File: config.mk
export PLATFORM = sky130hd
export DESIGN_NAME = esc_throttle_pwm_mapper
export DESIGN_NICKNAME = d
export VERILOG_FILES = /design/src/hw/rtl/etpm_pkg.sv /design/src/hw/rtl/etpm_divider.sv /design/src/hw/rtl/etpm_datapath.sv /design/src/hw/rtl/etpm_ctrl.sv /design/src/hw/rtl/esc_throttle_pwm_mapper.sv
export SDC_FILE = /design/constraint.sdc
export NUM_CORES = 2
export LEC_CHECK = 0
export BUFFER_PORTS_ARGS = -buffer_cell sky130_fd_sc_hd__clkbuf_2
export CAP_MARGIN = 10
export CORE_UTILIZATION = 50
export CTS_BUF_LIST = sky130_fd_sc_hd__clkbuf_8 sky130_fd_sc_hd__clkbuf_16
export CTS_CLUSTER_DIAMETER = 150
export CTS_CLUSTER_SIZE = 8
export DETAILED_ROUTE_END_ITERATION = 10
export PLACE_DENSITY = 0.74
export SLEW_MARGIN = 20
export SYNTH_ARGS = -nofsm -noshare
export SYNTH_HDL_FRONTEND = slang
export SYNTH_HIERARCHICAL = 1
export SYNTH_SLANG_ARGS = --single-unit
File: constraint.sdc
create_clock -name clock -period 7.8 [get_ports clock]
set_input_delay 0.39 -clock clock [delete_from_list [all_inputs] [get_ports clock]]
set_output_delay 0.39 -clock clock [all_outputs]
set_load 0.02 [all_outputs]
File: src/hw/rtl/etpm_pkg.sv
// etpm_pkg: shared types and constants of the ESC throttle to PWM mapper.
// No dependencies; used by every module of the block.

package etpm_pkg;

   // Throttle limits for the command field and for the applied field
   localparam logic signed [15:0] REQ_PCT_MIN = -16'sd100;
   localparam logic signed [15:0] REQ_PCT_MAX = 16'sd100;
   localparam logic signed [7:0]  PCT_MIN     = -8'sd100;
   localparam logic signed [7:0]  PCT_MAX     = 8'sd100;
   localparam logic signed [7:0]  PCT_OFFSET  = 8'sd100;

   localparam logic [31:0] US_PER_S = 32'd1000000;

   // floor(x/100) == (x * RECIP_100) >> RECIP_SHIFT for every x below 2^23
   localparam logic [23:0] RECIP_100   = 24'd10737419;
   localparam int          RECIP_SHIFT = 30;

   // Serial divider widths: dividend up to pulse*max_duty, divisor up to the period
   localparam int DIV_NUM_W = 32;
   localparam int DIV_DEN_W = 20;
   localparam int DIV_CNT_W = $clog2(DIV_NUM_W);

   localparam logic [4:0] MAX_RES_BITS = 5'd16;

   // Register map, index = byte address / 4
   localparam logic [2:0] REG_REVERSE_PULSE = 3'd0;
   localparam logic [2:0] REG_NEUTRAL_PULSE = 3'd1;
   localparam logic [2:0] REG_FORWARD_PULSE = 3'd2;
   localparam logic [2:0] REG_PWM_FREQ      = 3'd3;
   localparam logic [2:0] REG_DUTY_RES      = 3'd4;
   localparam logic [2:0] REG_NEUTRAL_HOLD  = 3'd5;

   localparam logic [15:0] RST_REVERSE_PULSE = 16'd1000;
   localparam logic [15:0] RST_NEUTRAL_PULSE = 16'd1500;
   localparam logic [15:0] RST_FORWARD_PULSE = 16'd2000;
   localparam logic [15:0] RST_PWM_FREQ      = 16'd50;
   localparam logic [4:0]  RST_DUTY_RES      = 5'd16;
   localparam logic [15:0] RST_NEUTRAL_HOLD  = 16'd250;

   typedef struct packed {
      logic [15:0] reverse_pulse_us;
      logic [15:0] neutral_pulse_us;
      logic [15:0] forward_pulse_us;
      logic [15:0] pwm_frequency_hz;
      logic [4:0]  duty_resolution_bits;
      logic [15:0] neutral_hold_ms;
   } etpm_cfg_type;

   typedef enum logic [3:0] {
      ST_IDLE,
      ST_EVAL,
      ST_SPAN_MUL,
      ST_SPAN_DIV,
      ST_PULSE,
      ST_PREP,
      ST_PERIOD_WAIT,
      ST_DUTY_MUL,
      ST_DUTY_START,
      ST_DUTY_WAIT,
      ST_EMIT
   } etpm_state_type;

   typedef struct packed {
      logic capture;
      logic apply_zero;
      logic apply_reverse;
      logic apply_run;
      logic span_mul;
      logic span_div;
      logic pulse_calc;
      logic period_start;
      logic period_load;
      logic duty_mul;
      logic duty_start;
      logic duty_load;
      logic load_out;
   } etpm_cmd_type;

   typedef struct packed {
      logic is_zero;
      logic hold_block;
      logic reversal;
      logic div_done;
   } etpm_status_type;

endpackage

File: src/hw/rtl/etpm_divider.sv
// etpm_divider: unsigned restoring divider, one quotient bit per cycle.
// Depends on etpm_pkg for its widths.

module etpm_divider (
   input  logic                           clock,
   input  logic                           reset,
   input  logic                           start,
   input  logic [etpm_pkg::DIV_NUM_W-1:0] dividend,
   input  logic [etpm_pkg::DIV_DEN_W-1:0] divisor,
   output logic [etpm_pkg::DIV_NUM_W-1:0] quotient,
   output logic                           done
);

   localparam logic [etpm_pkg::DIV_CNT_W-1:0] LAST_STEP =
      etpm_pkg::DIV_CNT_W'(etpm_pkg::DIV_NUM_W - 1);

   logic                           busy_ff;
   logic                           done_ff;
   logic [etpm_pkg::DIV_CNT_W-1:0] count_ff;
   logic [etpm_pkg::DIV_DEN_W-1:0] rem_ff;
   logic [etpm_pkg::DIV_NUM_W-1:0] quo_ff;
   logic [etpm_pkg::DIV_DEN_W-1:0] dvs_ff;

   logic [etpm_pkg::DIV_DEN_W:0] shifted;
   logic [etpm_pkg::DIV_DEN_W:0] trial;
   logic                         fits;

   assign shifted = {rem_ff, quo_ff[etpm_pkg::DIV_NUM_W-1]};
   assign trial   = shifted - {1'b0, dvs_ff};
   assign fits    = (shifted >= {1'b0, dvs_ff});

   always_ff @(posedge clock) begin
      if (reset) begin
         busy_ff  <= 1'b0;
         done_ff  <= 1'b0;
         count_ff <= '0;
      end else begin
         done_ff <= busy_ff && (count_ff == LAST_STEP);
         if (start) begin
            busy_ff  <= 1'b1;
            count_ff <= '0;
         end else if (busy_ff) begin
            count_ff <= count_ff + 1'b1;
            if (count_ff == LAST_STEP) begin
               busy_ff <= 1'b0;
            end
         end
      end
   end

   always_ff @(posedge clock) begin
      if (start) begin
         rem_ff <= '0;
         quo_ff <= dividend;
         dvs_ff <= divisor;
      end else if (busy_ff) begin
         rem_ff <= fits ? trial[etpm_pkg::DIV_DEN_W-1:0] : shifted[etpm_pkg::DIV_DEN_W-1:0];
         quo_ff <= {quo_ff[etpm_pkg::DIV_NUM_W-2:0], fits};
      end
   end

   assign quotient = quo_ff;
   assign done     = done_ff;

endmodule

File: src/hw/rtl/etpm_datapath.sv
// etpm_datapath: throttle state, span mapping, duty computation and result registers.
// Depends on etpm_pkg and etpm_divider; driven by etpm_ctrl commands.

module etpm_datapath (
   input  logic                      clock,
   input  logic                      reset,
   input  etpm_pkg::etpm_cfg_type    cfg,
   input  etpm_pkg::etpm_cmd_type    cmd,
   output etpm_pkg::etpm_status_type status,
   input  logic signed [15:0]        req_requested_percent,
   input  logic [31:0]               req_now_ms,
   output logic [15:0]               rsp_duty_value,
   output logic [15:0]               rsp_pulse_width_us,
   output logic signed [7:0]         rsp_applied_percent,
   output logic                      rsp_forced_neutral
);

   // request and throttle state
   logic signed [7:0] pct_ff;
   logic [31:0]       now_ff;
   logic signed [7:0] applied_ff;
   logic [31:0]       hold_end_ff;
   logic              hold_valid_ff;

   // per-request working registers
   logic [15:0]       lo_ff;
   logic              span_neg_ff;
   logic [22:0]       span_prod_ff;
   logic [15:0]       quot100_ff;
   logic [15:0]       pulse_ff;
   logic signed [7:0] res_pct_ff;
   logic              res_forced_ff;
   logic [etpm_pkg::DIV_DEN_W-1:0] period_ff;
   logic [31:0]       duty_prod_ff;
   logic [15:0]       duty_ff;

   // result registers
   logic [15:0]       out_duty_ff;
   logic [15:0]       out_pulse_ff;
   logic signed [7:0] out_pct_ff;
   logic              out_forced_ff;

   logic signed [7:0] pct_clamped;
   logic [31:0]       hold_diff;
   logic              neg;
   logic [15:0]       lo_sel;
   logic [15:0]       hi_sel;
   logic [7:0]        p_sel;
   logic [16:0]       span_diff;
   logic [16:0]       span_mag;
   logic [46:0]       recip_prod;
   logic [4:0]        res_eff;
   logic [16:0]       max_duty_wide;
   logic [15:0]       max_duty;

   logic                           div_start;
   logic [etpm_pkg::DIV_NUM_W-1:0] div_dividend;
   logic [etpm_pkg::DIV_DEN_W-1:0] div_divisor;
   logic [etpm_pkg::DIV_NUM_W-1:0] div_quotient;
   logic                           div_done;

   always_comb begin
      priority if (req_requested_percent < etpm_pkg::REQ_PCT_MIN) begin
         pct_clamped = etpm_pkg::PCT_MIN;
      end else if (req_requested_percent > etpm_pkg::REQ_PCT_MAX) begin
         pct_clamped = etpm_pkg::PCT_MAX;
      end else begin
         pct_clamped = req_requested_percent[7:0];
      end
   end

   assign hold_diff = now_ff - hold_end_ff;

   assign status.is_zero    = (pct_ff == 8'sd0);
   assign status.hold_block = hold_valid_ff && hold_diff[31];
   assign status.reversal   = (applied_ff != 8'sd0) && (applied_ff[7] != pct_ff[7]);
   assign status.div_done   = div_done;

   // reverse span runs reverse..neutral with p = pct + 100, forward neutral..forward
   assign neg       = pct_ff[7];
   assign lo_sel    = neg ? cfg.reverse_pulse_us : cfg.neutral_pulse_us;
   assign hi_sel    = neg ? cfg.neutral_pulse_us : cfg.forward_pulse_us;
   assign p_sel     = neg ? 8'(pct_ff + etpm_pkg::PCT_OFFSET) : 8'(pct_ff);
   assign span_diff = {1'b0, hi_sel} - {1'b0, lo_sel};
   assign span_mag  = span_diff[16] ? (17'd0 - span_diff) : span_diff;

   assign recip_prod = 47'(span_prod_ff) * 47'(etpm_pkg::RECIP_100);

   assign res_eff       = (cfg.duty_resolution_bits > etpm_pkg::MAX_RES_BITS) ?
                          etpm_pkg::MAX_RES_BITS : cfg.duty_resolution_bits;
   assign max_duty_wide = (17'd1 << res_eff) - 17'd1;
   assign max_duty      = max_duty_wide[15:0];

   assign div_start    = cmd.period_start || cmd.duty_start;
   assign div_dividend = cmd.duty_start ? duty_prod_ff : etpm_pkg::US_PER_S;
   assign div_divisor  = cmd.duty_start ? period_ff :
                         etpm_pkg::DIV_DEN_W'(cfg.pwm_frequency_hz);

   etpm_divider u_divider (
      .clock    (clock),
      .reset    (reset),
      .start    (div_start),
      .dividend (div_dividend),
      .divisor  (div_divisor),
      .quotient (div_quotient),
      .done     (div_done)
   );

   // throttle state
   always_ff @(posedge clock) begin
      if (reset) begin
         applied_ff    <= 8'sd0;
         hold_end_ff   <= '0;
         hold_valid_ff <= 1'b0;
      end else if (cmd.apply_zero) begin
         applied_ff    <= 8'sd0;
         hold_end_ff   <= '0;
         hold_valid_ff <= 1'b0;
      end else if (cmd.apply_reverse) begin
         applied_ff    <= 8'sd0;
         hold_end_ff   <= now_ff + 32'(cfg.neutral_hold_ms);
         hold_valid_ff <= 1'b1;
      end else if (cmd.apply_run) begin
         applied_ff    <= pct_ff;
         hold_valid_ff <= 1'b0;
      end
   end

   always_ff @(posedge clock) begin
      if (cmd.capture) begin
         pct_ff <= pct_clamped;
         now_ff <= req_now_ms;
      end
      if (cmd.apply_zero || cmd.apply_reverse) begin
         pulse_ff      <= cfg.neutral_pulse_us;
         res_pct_ff    <= 8'sd0;
         res_forced_ff <= cmd.apply_reverse;
      end else if (cmd.pulse_calc) begin
         pulse_ff <= span_neg_ff ? (lo_ff - quot100_ff) : (lo_ff + quot100_ff);
      end
      if (cmd.apply_run) begin
         res_pct_ff    <= pct_ff;
         res_forced_ff <= 1'b0;
      end
      if (cmd.span_mul) begin
         lo_ff        <= lo_sel;
         span_neg_ff  <= span_diff[16];
         span_prod_ff <= 23'(span_mag[15:0] * p_sel[6:0]);
      end
      if (cmd.span_div) begin
         quot100_ff <= recip_prod[etpm_pkg::RECIP_SHIFT+15:etpm_pkg::RECIP_SHIFT];
      end
      if (cmd.period_load) begin
         period_ff <= div_quotient[etpm_pkg::DIV_DEN_W-1:0];
      end
      if (cmd.duty_mul) begin
         duty_prod_ff <= 32'(pulse_ff) * 32'(max_duty);
      end
      if (cmd.duty_load) begin
         // no frame period when the frequency is zero: saturate
         if ((cfg.pwm_frequency_hz == 16'd0) || (div_quotient > 32'(max_duty))) begin
            duty_ff <= max_duty;
         end else begin
            duty_ff <= div_quotient[15:0];
         end
      end
      if (cmd.load_out) begin
         out_duty_ff   <= duty_ff;
         out_pulse_ff  <= pulse_ff;
         out_pct_ff    <= res_pct_ff;
         out_forced_ff <= res_forced_ff;
      end
   end

   assign rsp_duty_value      = out_duty_ff;
   assign rsp_pulse_width_us  = out_pulse_ff;
   assign rsp_applied_percent = out_pct_ff;
   assign rsp_forced_neutral  = out_forced_ff;

endmodule

File: src/hw/rtl/etpm_ctrl.sv
// etpm_ctrl: sequencer for one throttle request and the response handshake.
// Depends on etpm_pkg; commands etpm_datapath.

module etpm_ctrl (
   input  logic                      clock,
   input  logic                      reset,
   input  logic                      req_valid,
   output logic                      req_ready,
   output logic                      rsp_valid,
   input  logic                      rsp_ready,
   input  logic                      freq_written,
   input  etpm_pkg::etpm_status_type status,
   output etpm_pkg::etpm_cmd_type    cmd
);

   etpm_pkg::etpm_state_type state_ff, state_in;
   logic rsp_valid_ff, rsp_valid_in;
   logic period_stale_ff, period_stale_in;

   always_ff @(posedge clock) begin
      if (reset) begin
         state_ff        <= etpm_pkg::ST_IDLE;
         rsp_valid_ff    <= 1'b0;
         period_stale_ff <= 1'b1;
      end else begin
         state_ff        <= state_in;
         rsp_valid_ff    <= rsp_valid_in;
         period_stale_ff <= period_stale_in;
      end
   end

   always_comb begin
      state_in  = state_ff;
      cmd       = '0;
      req_ready = 1'b0;

      unique case (state_ff)
         etpm_pkg::ST_IDLE: begin
            req_ready = 1'b1;
            if (req_valid) begin
               cmd.capture = 1'b1;
               state_in    = etpm_pkg::ST_EVAL;
            end
         end
         etpm_pkg::ST_EVAL: begin
            priority if (status.is_zero) begin
               cmd.apply_zero = 1'b1;
               state_in       = etpm_pkg::ST_PREP;
            end else if (status.hold_block) begin
               state_in = etpm_pkg::ST_IDLE;   // ignored during hold, no response
            end else if (status.reversal) begin
               cmd.apply_reverse = 1'b1;
               state_in          = etpm_pkg::ST_PREP;
            end else begin
               cmd.apply_run = 1'b1;
               state_in      = etpm_pkg::ST_SPAN_MUL;
            end
         end
         etpm_pkg::ST_SPAN_MUL: begin
            cmd.span_mul = 1'b1;
            state_in     = etpm_pkg::ST_SPAN_DIV;
         end
         etpm_pkg::ST_SPAN_DIV: begin
            cmd.span_div = 1'b1;
            state_in     = etpm_pkg::ST_PULSE;
         end
         etpm_pkg::ST_PULSE: begin
            cmd.pulse_calc = 1'b1;
            state_in       = etpm_pkg::ST_PREP;
         end
         etpm_pkg::ST_PREP: begin
            if (period_stale_ff) begin
               cmd.period_start = 1'b1;
               state_in         = etpm_pkg::ST_PERIOD_WAIT;
            end else begin
               state_in = etpm_pkg::ST_DUTY_MUL;
            end
         end
         etpm_pkg::ST_PERIOD_WAIT: begin
            if (status.div_done) begin
               cmd.period_load = 1'b1;
               state_in        = etpm_pkg::ST_DUTY_MUL;
            end
         end
         etpm_pkg::ST_DUTY_MUL: begin
            cmd.duty_mul = 1'b1;
            state_in     = etpm_pkg::ST_DUTY_START;
         end
         etpm_pkg::ST_DUTY_START: begin
            cmd.duty_start = 1'b1;
            state_in       = etpm_pkg::ST_DUTY_WAIT;
         end
         etpm_pkg::ST_DUTY_WAIT: begin
            if (status.div_done) begin
               cmd.duty_load = 1'b1;
               state_in      = etpm_pkg::ST_EMIT;
            end
         end
         etpm_pkg::ST_EMIT: begin
            if (!rsp_valid_ff || rsp_ready) begin
               cmd.load_out = 1'b1;
               state_in     = etpm_pkg::ST_IDLE;
            end
         end
         default: begin
            state_in = etpm_pkg::ST_IDLE;
         end
      endcase
   end

   always_comb begin
      if (cmd.load_out) begin
         rsp_valid_in = 1'b1;
      end else if (rsp_ready) begin
         rsp_valid_in = 1'b0;
      end else begin
         rsp_valid_in = rsp_valid_ff;
      end
   end

   // period is recomputed after reset and after every frequency write
   always_comb begin
      if (freq_written) begin
         period_stale_in = 1'b1;
      end else if (cmd.period_load) begin
         period_stale_in = 1'b0;
      end else begin
         period_stale_in = period_stale_ff;
      end
   end

   assign rsp_valid = rsp_valid_ff;

endmodule

File: src/hw/rtl/esc_throttle_pwm_mapper.sv
// esc_throttle_pwm_mapper: top level, register file and controller/datapath hookup.
// Depends on etpm_pkg, etpm_ctrl, etpm_datapath (which holds etpm_divider).
// Usage
//  - req_*: throttle percent (signed, clamped to -100..100) and the free-running
//    millisecond time. Zero gives the neutral pulse and ends any hold; a direction
//    reversal from a nonzero throttle gives neutral with rsp_forced_neutral set and
//    starts a neutral hold. A nonzero request during the hold gets no response.
//  - rsp_*: duty compare value, pulse width, applied percent, forced-neutral flag,
//    held in an output register.
//  - csr_*: APB-style, registers at byte address 4*index, written at the access
//    cycle, pready tied high. Write only while idle.
// Timing
//  - One request at a time: a running command passes span multiply, span divide and
//    pulse, then, like a neutral one, the 32-step serial divider for the duty.
//    The next request is taken in the cycle after the result is loaded.
//  - After reset and after each pwm_frequency_hz write, the next answered request
//    also runs the 1000000/frequency division first.
//  - Receiver stall: the next request is still taken and finished; its result waits
//    for the output register, with req_ready low meanwhile.
// Reset (synchronous): registers to defaults, throttle zero with no hold, no response.

module esc_throttle_pwm_mapper (
   input  logic               clock,
   input  logic               reset,
   // request channel
   input  logic               req_valid,
   output logic               req_ready,
   input  logic signed [15:0] req_requested_percent,
   input  logic [31:0]        req_now_ms,
   // response channel
   output logic               rsp_valid,
   input  logic               rsp_ready,
   output logic [15:0]        rsp_duty_value,
   output logic [15:0]        rsp_pulse_width_us,
   output logic signed [7:0]  rsp_applied_percent,
   output logic               rsp_forced_neutral,
   // CSR port
   input  logic               csr_psel,
   input  logic               csr_penable,
   input  logic               csr_pwrite,
   input  logic [4:0]         csr_paddr,
   input  logic [31:0]        csr_pwdata,
   output logic [31:0]        csr_prdata,
   output logic               csr_pready
);

   etpm_pkg::etpm_cfg_type    cfg_ff;
   etpm_pkg::etpm_cmd_type    cmd;
   etpm_pkg::etpm_status_type status;

   logic       csr_write;
   logic [2:0] csr_index;
   logic       freq_written;

   assign csr_pready = 1'b1;
   assign csr_write  = csr_psel && csr_penable && csr_pwrite && csr_pready;
   assign csr_index  = csr_paddr[4:2];   // byte offset bits ignored

   assign freq_written = csr_write && (csr_index == etpm_pkg::REG_PWM_FREQ);

   // Register file; writes past the last register are dropped
   always_ff @(posedge clock) begin
      if (reset) begin
         cfg_ff.reverse_pulse_us     <= etpm_pkg::RST_REVERSE_PULSE;
         cfg_ff.neutral_pulse_us     <= etpm_pkg::RST_NEUTRAL_PULSE;
         cfg_ff.forward_pulse_us     <= etpm_pkg::RST_FORWARD_PULSE;
         cfg_ff.pwm_frequency_hz     <= etpm_pkg::RST_PWM_FREQ;
         cfg_ff.duty_resolution_bits <= etpm_pkg::RST_DUTY_RES;
         cfg_ff.neutral_hold_ms      <= etpm_pkg::RST_NEUTRAL_HOLD;
      end else if (csr_write) begin
         unique case (csr_index)
            etpm_pkg::REG_REVERSE_PULSE: cfg_ff.reverse_pulse_us     <= csr_pwdata[15:0];
            etpm_pkg::REG_NEUTRAL_PULSE: cfg_ff.neutral_pulse_us     <= csr_pwdata[15:0];
            etpm_pkg::REG_FORWARD_PULSE: cfg_ff.forward_pulse_us     <= csr_pwdata[15:0];
            etpm_pkg::REG_PWM_FREQ:      cfg_ff.pwm_frequency_hz     <= csr_pwdata[15:0];
            etpm_pkg::REG_DUTY_RES:      cfg_ff.duty_resolution_bits <= csr_pwdata[4:0];
            etpm_pkg::REG_NEUTRAL_HOLD:  cfg_ff.neutral_hold_ms      <= csr_pwdata[15:0];
            default: begin
            end
         endcase
      end
   end

   // Read-back, zero-extended
   always_comb begin
      unique case (csr_index)
         etpm_pkg::REG_REVERSE_PULSE: csr_prdata = 32'(cfg_ff.reverse_pulse_us);
         etpm_pkg::REG_NEUTRAL_PULSE: csr_prdata = 32'(cfg_ff.neutral_pulse_us);
         etpm_pkg::REG_FORWARD_PULSE: csr_prdata = 32'(cfg_ff.forward_pulse_us);
         etpm_pkg::REG_PWM_FREQ:      csr_prdata = 32'(cfg_ff.pwm_frequency_hz);
         etpm_pkg::REG_DUTY_RES:      csr_prdata = 32'(cfg_ff.duty_resolution_bits);
         etpm_pkg::REG_NEUTRAL_HOLD:  csr_prdata = 32'(cfg_ff.neutral_hold_ms);
         default:                     csr_prdata = 32'd0;
      endcase
   end

   etpm_ctrl u_ctrl (
      .clock        (clock),
      .reset        (reset),
      .req_valid    (req_valid),
      .req_ready    (req_ready),
      .rsp_valid    (rsp_valid),
      .rsp_ready    (rsp_ready),
      .freq_written (freq_written),
      .status       (status),
      .cmd          (cmd)
   );

   etpm_datapath u_datapath (
      .clock                 (clock),
      .reset                 (reset),
      .cfg                   (cfg_ff),
      .cmd                   (cmd),
      .status                (status),
      .req_requested_percent (req_requested_percent),
      .req_now_ms            (req_now_ms),
      .rsp_duty_value        (rsp_duty_value),
      .rsp_pulse_width_us    (rsp_pulse_width_us),
      .rsp_applied_percent   (rsp_applied_percent),
      .rsp_forced_neutral    (rsp_forced_neutral)
   );

endmodule

== Yosys cells after proc, flatten, opt, wreduce, memory -nomap -nowiden ==
Cells that the tools add are included.
Operators by class
  multiplexer cells: 55
  shift operators: 1
  $add $sub $neg: 10
  divide/modulo/power cells: 0
  multiply operators: 3
  magnitude comparators: 5
  eq/ne operators: 21
  bitwise operators: 0
  reduce and logical (&&, ||, !) cells: 33
Operator list (number)
  16-bit two-way mux: 8
  32-bit two-way mux: 3
  16-bit case mux with 6 select lines: 1
  23-bit by 24-bit multiplier with 46-bit output (second input constant): 1
  4-bit case mux with 11 select lines: 1
  32-bit by 16-bit adder with 32-bit output: 1
  32-bit by 16-bit > comparator with 1-bit output: 1
  16-bit by 16-bit multiplier with 32-bit output: 1
  32-bit subtractor: 1
  1-bit two-way mux: 26
  8-bit two-way mux: 3
  16-bit by 7-bit multiplier with 23-bit output: 1
  21-bit by 20-bit greater-or-equal comparator with 1-bit output: 1
  20-bit two-way mux: 1
  4-bit two-way mux: 5
  20-bit subtractor: 1
  16-bit by 16-bit subtractor with 17-bit output: 1
  16-bit adder: 1
  4-bit by 3-bit == test with 1-bit output (second input constant): 4
  16-bit by 8-bit > comparator with 1-bit output (second input constant): 1
  16-bit logical NOT: 1
  16-bit by 8-bit less-than comparator with 1-bit output (second input constant): 1
  1-bit by 5-bit left shift with 16-bit output (first input constant): 1
  1-bit by 16-bit subtractor with 16-bit output (first input constant): 1
  31 further kinds: 61
Word-level totals
  memory bits (writable): 0
  input bits: 92
  flip-flop bits (word level): 441
  latch bits: 0
  ROM bits: 0
  memories: 0
  logic and storage cells: 164

== Longest topological paths before layout ==
  depth in word-level cells: 9
  depth in mapped cells: 35

== Cells and area by module ==
The synthesis kept the hierarchy.
By module, submodules not included
  etpm_datapath: times used 1, cells each 3543, area each 35312.6 um^2
  etpm_divider: times used 1, cells each 389, area each 4329.2 um^2
  esc_throttle_pwm_mapper: times used 1, cells each 475, area each 4092.7 um^2
  etpm_ctrl: times used 1, cells each 61, area each 499.2 um^2

== Worst setup path before layout ==
OpenSTA, ideal clock, no wires.
  path type: reg2reg
  start: register cfg_ff[18] in the netlist's numbering
  end: register u_datapath.duty_prod_ff[28] (data pin)
  library setup time: 259 ps
  arrival time: 8035 ps
  cell stages (with the launch flop): 33
  clock period less this slack: 8294 ps
  data required time: 7541 ps
  path slack: -494 ps
  cells stage by stage: dfxtp_1 -> clkbuf_1 -> nor2_1 -> nand2_1 -> inv_1 -> nand2_1 -> clkbuf_1 -> ha_1 -> clkbuf_1 -> a21oi_1 -> o2bb2ai_1 -> clkbuf_1 -> nand2_1 -> fa_1 -> inv_1 -> fa_1 -> inv_1 -> fa_1 -> inv_1 -> fa_1 -> fa_1 -> inv_1 -> fa_1 -> inv_1 -> ha_1 -> nand4_1 -> inv_1 -> nand2_1 -> o31ai_1 -> a21oi_1 -> o31ai_1 -> nor4_1 -> a211o_1
Between the ends
  longest elaborated chain between the ends: 5
RTL lines
  start, declared: RTL line esc_throttle_pwm_mapper.sv:47  | etpm_pkg::etpm_cfg_type cfg_ff;
  5-bit > comparator: RTL line etpm_datapath.sv:89  | assign res_eff = (cfg.duty_resolution_bits > etpm_pkg::MAX_RES_BITS) ?
  5-bit two-way mux *: RTL line etpm_datapath.sv:89
  1-bit by 5-bit left shift with 16-bit output *: RTL line etpm_datapath.sv:91  | assign max_duty_wide = (17'd1 << res_eff) - 17'd1;
  16-bit by 1-bit subtractor with 16-bit output *: RTL line etpm_datapath.sv:91
  16-bit by 16-bit multiplier with 32-bit output *: RTL line etpm_datapath.sv:157  | duty_prod_ff <= 32'(pulse_ff) * 32'(max_duty);
  end signal, assigned: RTL line etpm_datapath.sv:157
  end, declared: RTL line etpm_datapath.sv:34  | logic [31:0] duty_prod_ff;
Mark *: on every way between the ends. The rest lies on a longest branch, timed or not.
A chain may end at the register's enable or synchronous reset.

== Worst setup path in the final report ==
  start: register u_datapath.pct_ff[7]
  end: register u_datapath.span_prod_ff[21] (data pin)
Between the ends
  longest elaborated chain between the ends: 5
  elaborated cells between the ends (all ways): 7
  those cells by class: add/sub (2); mul (1); mux (4)
RTL lines
  start, declared: RTL line etpm_datapath.sv:19  | logic signed [7:0] pct_ff;
  start signal, assigned: RTL line etpm_datapath.sv:131  | pct_ff <= pct_clamped;
  16-bit two-way mux, on equally long branches: RTL line etpm_datapath.sv:82, etpm_datapath.sv:81
  16-bit by 16-bit subtractor with 17-bit output: RTL line etpm_datapath.sv:84  | assign span_diff = {1'b0, hi_sel} - {1'b0, lo_sel};
  1-bit by 16-bit subtractor with 16-bit output: RTL line etpm_datapath.sv:85  | assign span_mag = span_diff[16] ? (17'd0 - span_diff) : span_diff;
  16-bit two-way mux: RTL line etpm_datapath.sv:85
  16-bit by 7-bit multiplier with 23-bit output *: RTL line etpm_datapath.sv:148  | span_prod_ff <= 23'(span_mag[15:0] * p_sel[6:0]);
  end signal, assigned: RTL line etpm_datapath.sv:148
  end, declared: RTL line etpm_datapath.sv:28  | logic [22:0] span_prod_ff;
Marked as above.

==> flow_metrics.env <==
export IMPL_cts_clk_slew_worst_paths_ps=60
export IMPL_tightest_hold_check_type="input pin to register"
export IMPL_gp_congestion=0.966
export IMPL_path_delay_family="compound AO/OA/AOI/OAI gates"
export IMPL_cts_root_buf="clkbuf_16"
export IMPL_fmax_mhz=133
export IMPL_routed_wl_mm=115
export IMPL_postRouteAntennaNets=0
export IMPL_cts_buffers=61
export IMPL_crit_top_cell="ha_1"
export IMPL_dp_hpwl_mm=89.2
export IMPL_clkSinkCount=441
export IMPL_sequential_fraction_of_the_synthesis_area_pct=26.3
export IMPL_setup_tns_ps=0
export IMPL_min_period_over_period_pct=96.7
export IMPL_worstSkewPairLatency_ps=670
export IMPL_critPathKind="register to register"
export IMPL_multiplexer_share_of_the_synthesized_area_pct=4.70
export IMPL_maximum_capacitance_violations=0
export IMPL_cpMaxStageDelayCell="fa_1"
export IMPL_start_util_pct=50.8
export IMPL_grt_overflow_total=0
export IMPL_via_per_inst=5.58
export IMPL_flow_area_growth_from_synthesis_pct=10.4
export IMPL_timing_critical_path_slowest_cell_delay_ps=540
export IMPL_grt_max_degree=74
export IMPL_yosysTopAreaCellShare_pct=20.9
export IMPL_number_of_enable_flip_flop_cells_after_synthesis=281
export IMPL_avgSynthCellArea_um2=9.90
export IMPL_start_kind="register"
export IMPL_filler_cell_count=7439
export IMPL_synth_ff_latch_count=441
export IMPL_route_vias_total=32700
export IMPL_globalRouteTotalUtil_pct=25.8
export IMPL_synth_fa_ha_area_share_pct=35.1
export IMPL_h_tree_levels=2
export IMPL_synth_area_leader_cell="fa_1"
export IMPL_yosys_warnings=6
export IMPL_cp_num_buf_inv=7
export IMPL_worst_slew_margin_rel_pct=25.1
export IMPL_ctsLongestPathBuffers=3
export IMPL_drt_drc_violations_left=0
export IMPL_design_portCount=168
export IMPL_antenna_violations_before_repair=3
export IMPL_synth_top_family_by_area="adder cells"
export IMPL_mapped_area_um2=44200
export IMPL_synth_xor_area_share_pct=3.37
export IMPL_synth_async_sr_flop_share_pct=0
export IMPL_via_count_of_the_first_global_routing_pass=33400
export IMPL_drtIter0Drc=2619
export IMPL_finalCriticalPeriod_ps=7540
export IMPL_fp_dieArea_um2=89700
export IMPL_post_drt_wl_per_cell_um=19.5
export IMPL_placement_io_buffers=132
export IMPL_top_cells_by_area_synth="fa_1 21%, edfxtp_1 19%, ha_1 14%"
export IMPL_worst_ep_required_time_ps=8150
export IMPL_setup_viol_count_final=0
export IMPL_crit_path_max_fanout=10
export IMPL_most_common_layout_cells="800 x inv_1, 500 x ha_1, 462 x fa_1"
export IMPL_synth_compound_area_share_pct=10.3
export IMPL_drt_pre_antenna_iters=8
export IMPL_worst_slew_pin_slew_ps=1120
export IMPL_tritoncts="built"
export IMPL_num_nets_final=5715
export IMPL_worst_setup_path_end_kind="register"
export IMPL_postCtsSetupRepairBufs=0
export IMPL_synth_flop_cell="edfxtp_1"
export IMPL_std_cell_rows=108
export IMPL_cp_data_arrival_time_ps=7890
export IMPL_final_max_slew_viol_count=0
export IMPL_final_common_cell="inv_1"
export IMPL_fp_dieH_um=299
export IMPL_worst_clock_skew_ps=76.1
export IMPL_die_width_um=299
export IMPL_gate_count_after_technology_mapping=4468
export IMPL_synth_cell_types=110
export IMPL_global_route_wire_length_before_repair_mm=182
export IMPL_post_synth_and_or_nand_nor_area_fraction_pct=11.8
export IMPL_coreArea_um2=87200
export IMPL_run_status="completed"
export IMPL_share_of_post_route_cells_with_drive_strength_above_1_pct=10.9
export IMPL_hold_violations=0
==> worst paths after layout <==
kind                                          startpoint                                 to  slack [ps]  cells past startpoint
worst min-delay path                       csr_pwdata[4]                         cfg_ff[73]          30                      3
worst max-delay path                u_datapath/pct_ff[7]        u_datapath/span_prod_ff[21]         260                     30
worst min register to register  u_datapath/res_pct_ff[7]  u_datapath/rsp_applied_percent[7]         410                      0
worst max register to register      u_datapath/pct_ff[7]        u_datapath/span_prod_ff[21]         260                     30
==> synthesized netlist by cell type (58+ instances only) <==
master      n
inv_1     756
ha_1      501
fa_1      462
nand2_1   314
edfxtp_1  281
a21oi_1   223
nor2_1    199
o21ai_0   181
dfxtp_1   160
and2_1    123
mux2i_1   107
clkbuf_1  105
xnor2_1   105
nand3_1    94
mux2_2     86
xor2_1     65
a21o_1     62
nor2b_1    58
==> state kept, by name, summed over array words and instances (netlist names), 20 cells and up <==
signal,count
u_datapath/hold_end_ff,32
u_datapath/u_divider/quotient,32
u_datapath/u_divider/dvs_ff,20
u_datapath/u_divider/rem_ff,20
u_datapath/duty_prod_ff,32
u_datapath/now_ff,32
cfg_ff,85
u_datapath/period_ff,20
u_datapath/span_prod_ff,23
==> metal layers <==
metal / track usage (%) / routed length (µm) / vias up
met3: 3.99 / 8170 / 222
li1: - / - / 15300
met2: 41.6 / 53000 / 1215
met4: 8.01 / 3690 / 4
met1: 35.7 / 49600 / 16000
met5: 0 / 33 / -
==> per-stage QoR <==
step / util, % / cell area, µm² / setup WS (ps) / hold slack (ps) / cells
2_1_floorplan: - / 44300 / 20.1 / 400 / 4483
5_1_grt: 56.0 / 48800 / -52.9 / 34.8 / 5862
3_5_place_dp: 53.4 / 46600 / 120 / 405 / 5718
3_3_place_gp: 53.4 / 46600 / 199 / 404 / 5718
4_1_cts: 55.8 / 48700 / 56.2 / 5.87 / 5862
6_report: 56.0 / 48800 / 256 / 34.7 / 5863
==> what timing repair did <==
item | CTS | global route
gates resized for setup | 0 | 45
endpoints found under the hold margin | 34 | 0
hold buffers | 34 | 0
setup endpoints to repair | 0 | 17
==> cell type report <==
class | instances | area [µm²] | share of cell area [%]
multi-input cells | 3106 | 29100 | 59.7
inverters | 759 | 2850 | 5.83
clock buffers | 62 | 1550 | 3.18
flip-flops and latches | 441 | 11600 | 23.8
clock inverters | 48 | 224 | 0.459
repair buffers | 291 | 1980 | 4.06
diodes | 1 | 2.50 | 0.00512
well taps | 1155 | 1450 | 2.96
==> cells by family after synthesis <==
logic type / after synthesis
AO/OA/AOI/OAI: 716
multiplexers: 195
other: 2
buffers and inverters: 936
flip-flops: 441
XOR/XNOR: 170
adder cells (fa/ha/maj): 963
AND/OR/NAND/NOR: 1045
==> worst reg2reg max path, delay by kind of cell, from the launching register on <==
kind                     cells  cell delay (ps)
flip-flops                   1              370
XOR/XNOR                     1              150
multiplexers                 2              740
AO/OA/AOI/OAI               11             2450
adder cells (fa/ha/maj)      6             2260
AND/OR/NAND/NOR              3              530
buffers and inverters        7              750
Power is left out: the tool's default activity adds up to more than one toggle a clock period on the data nets, which glitch-free logic cannot reach.
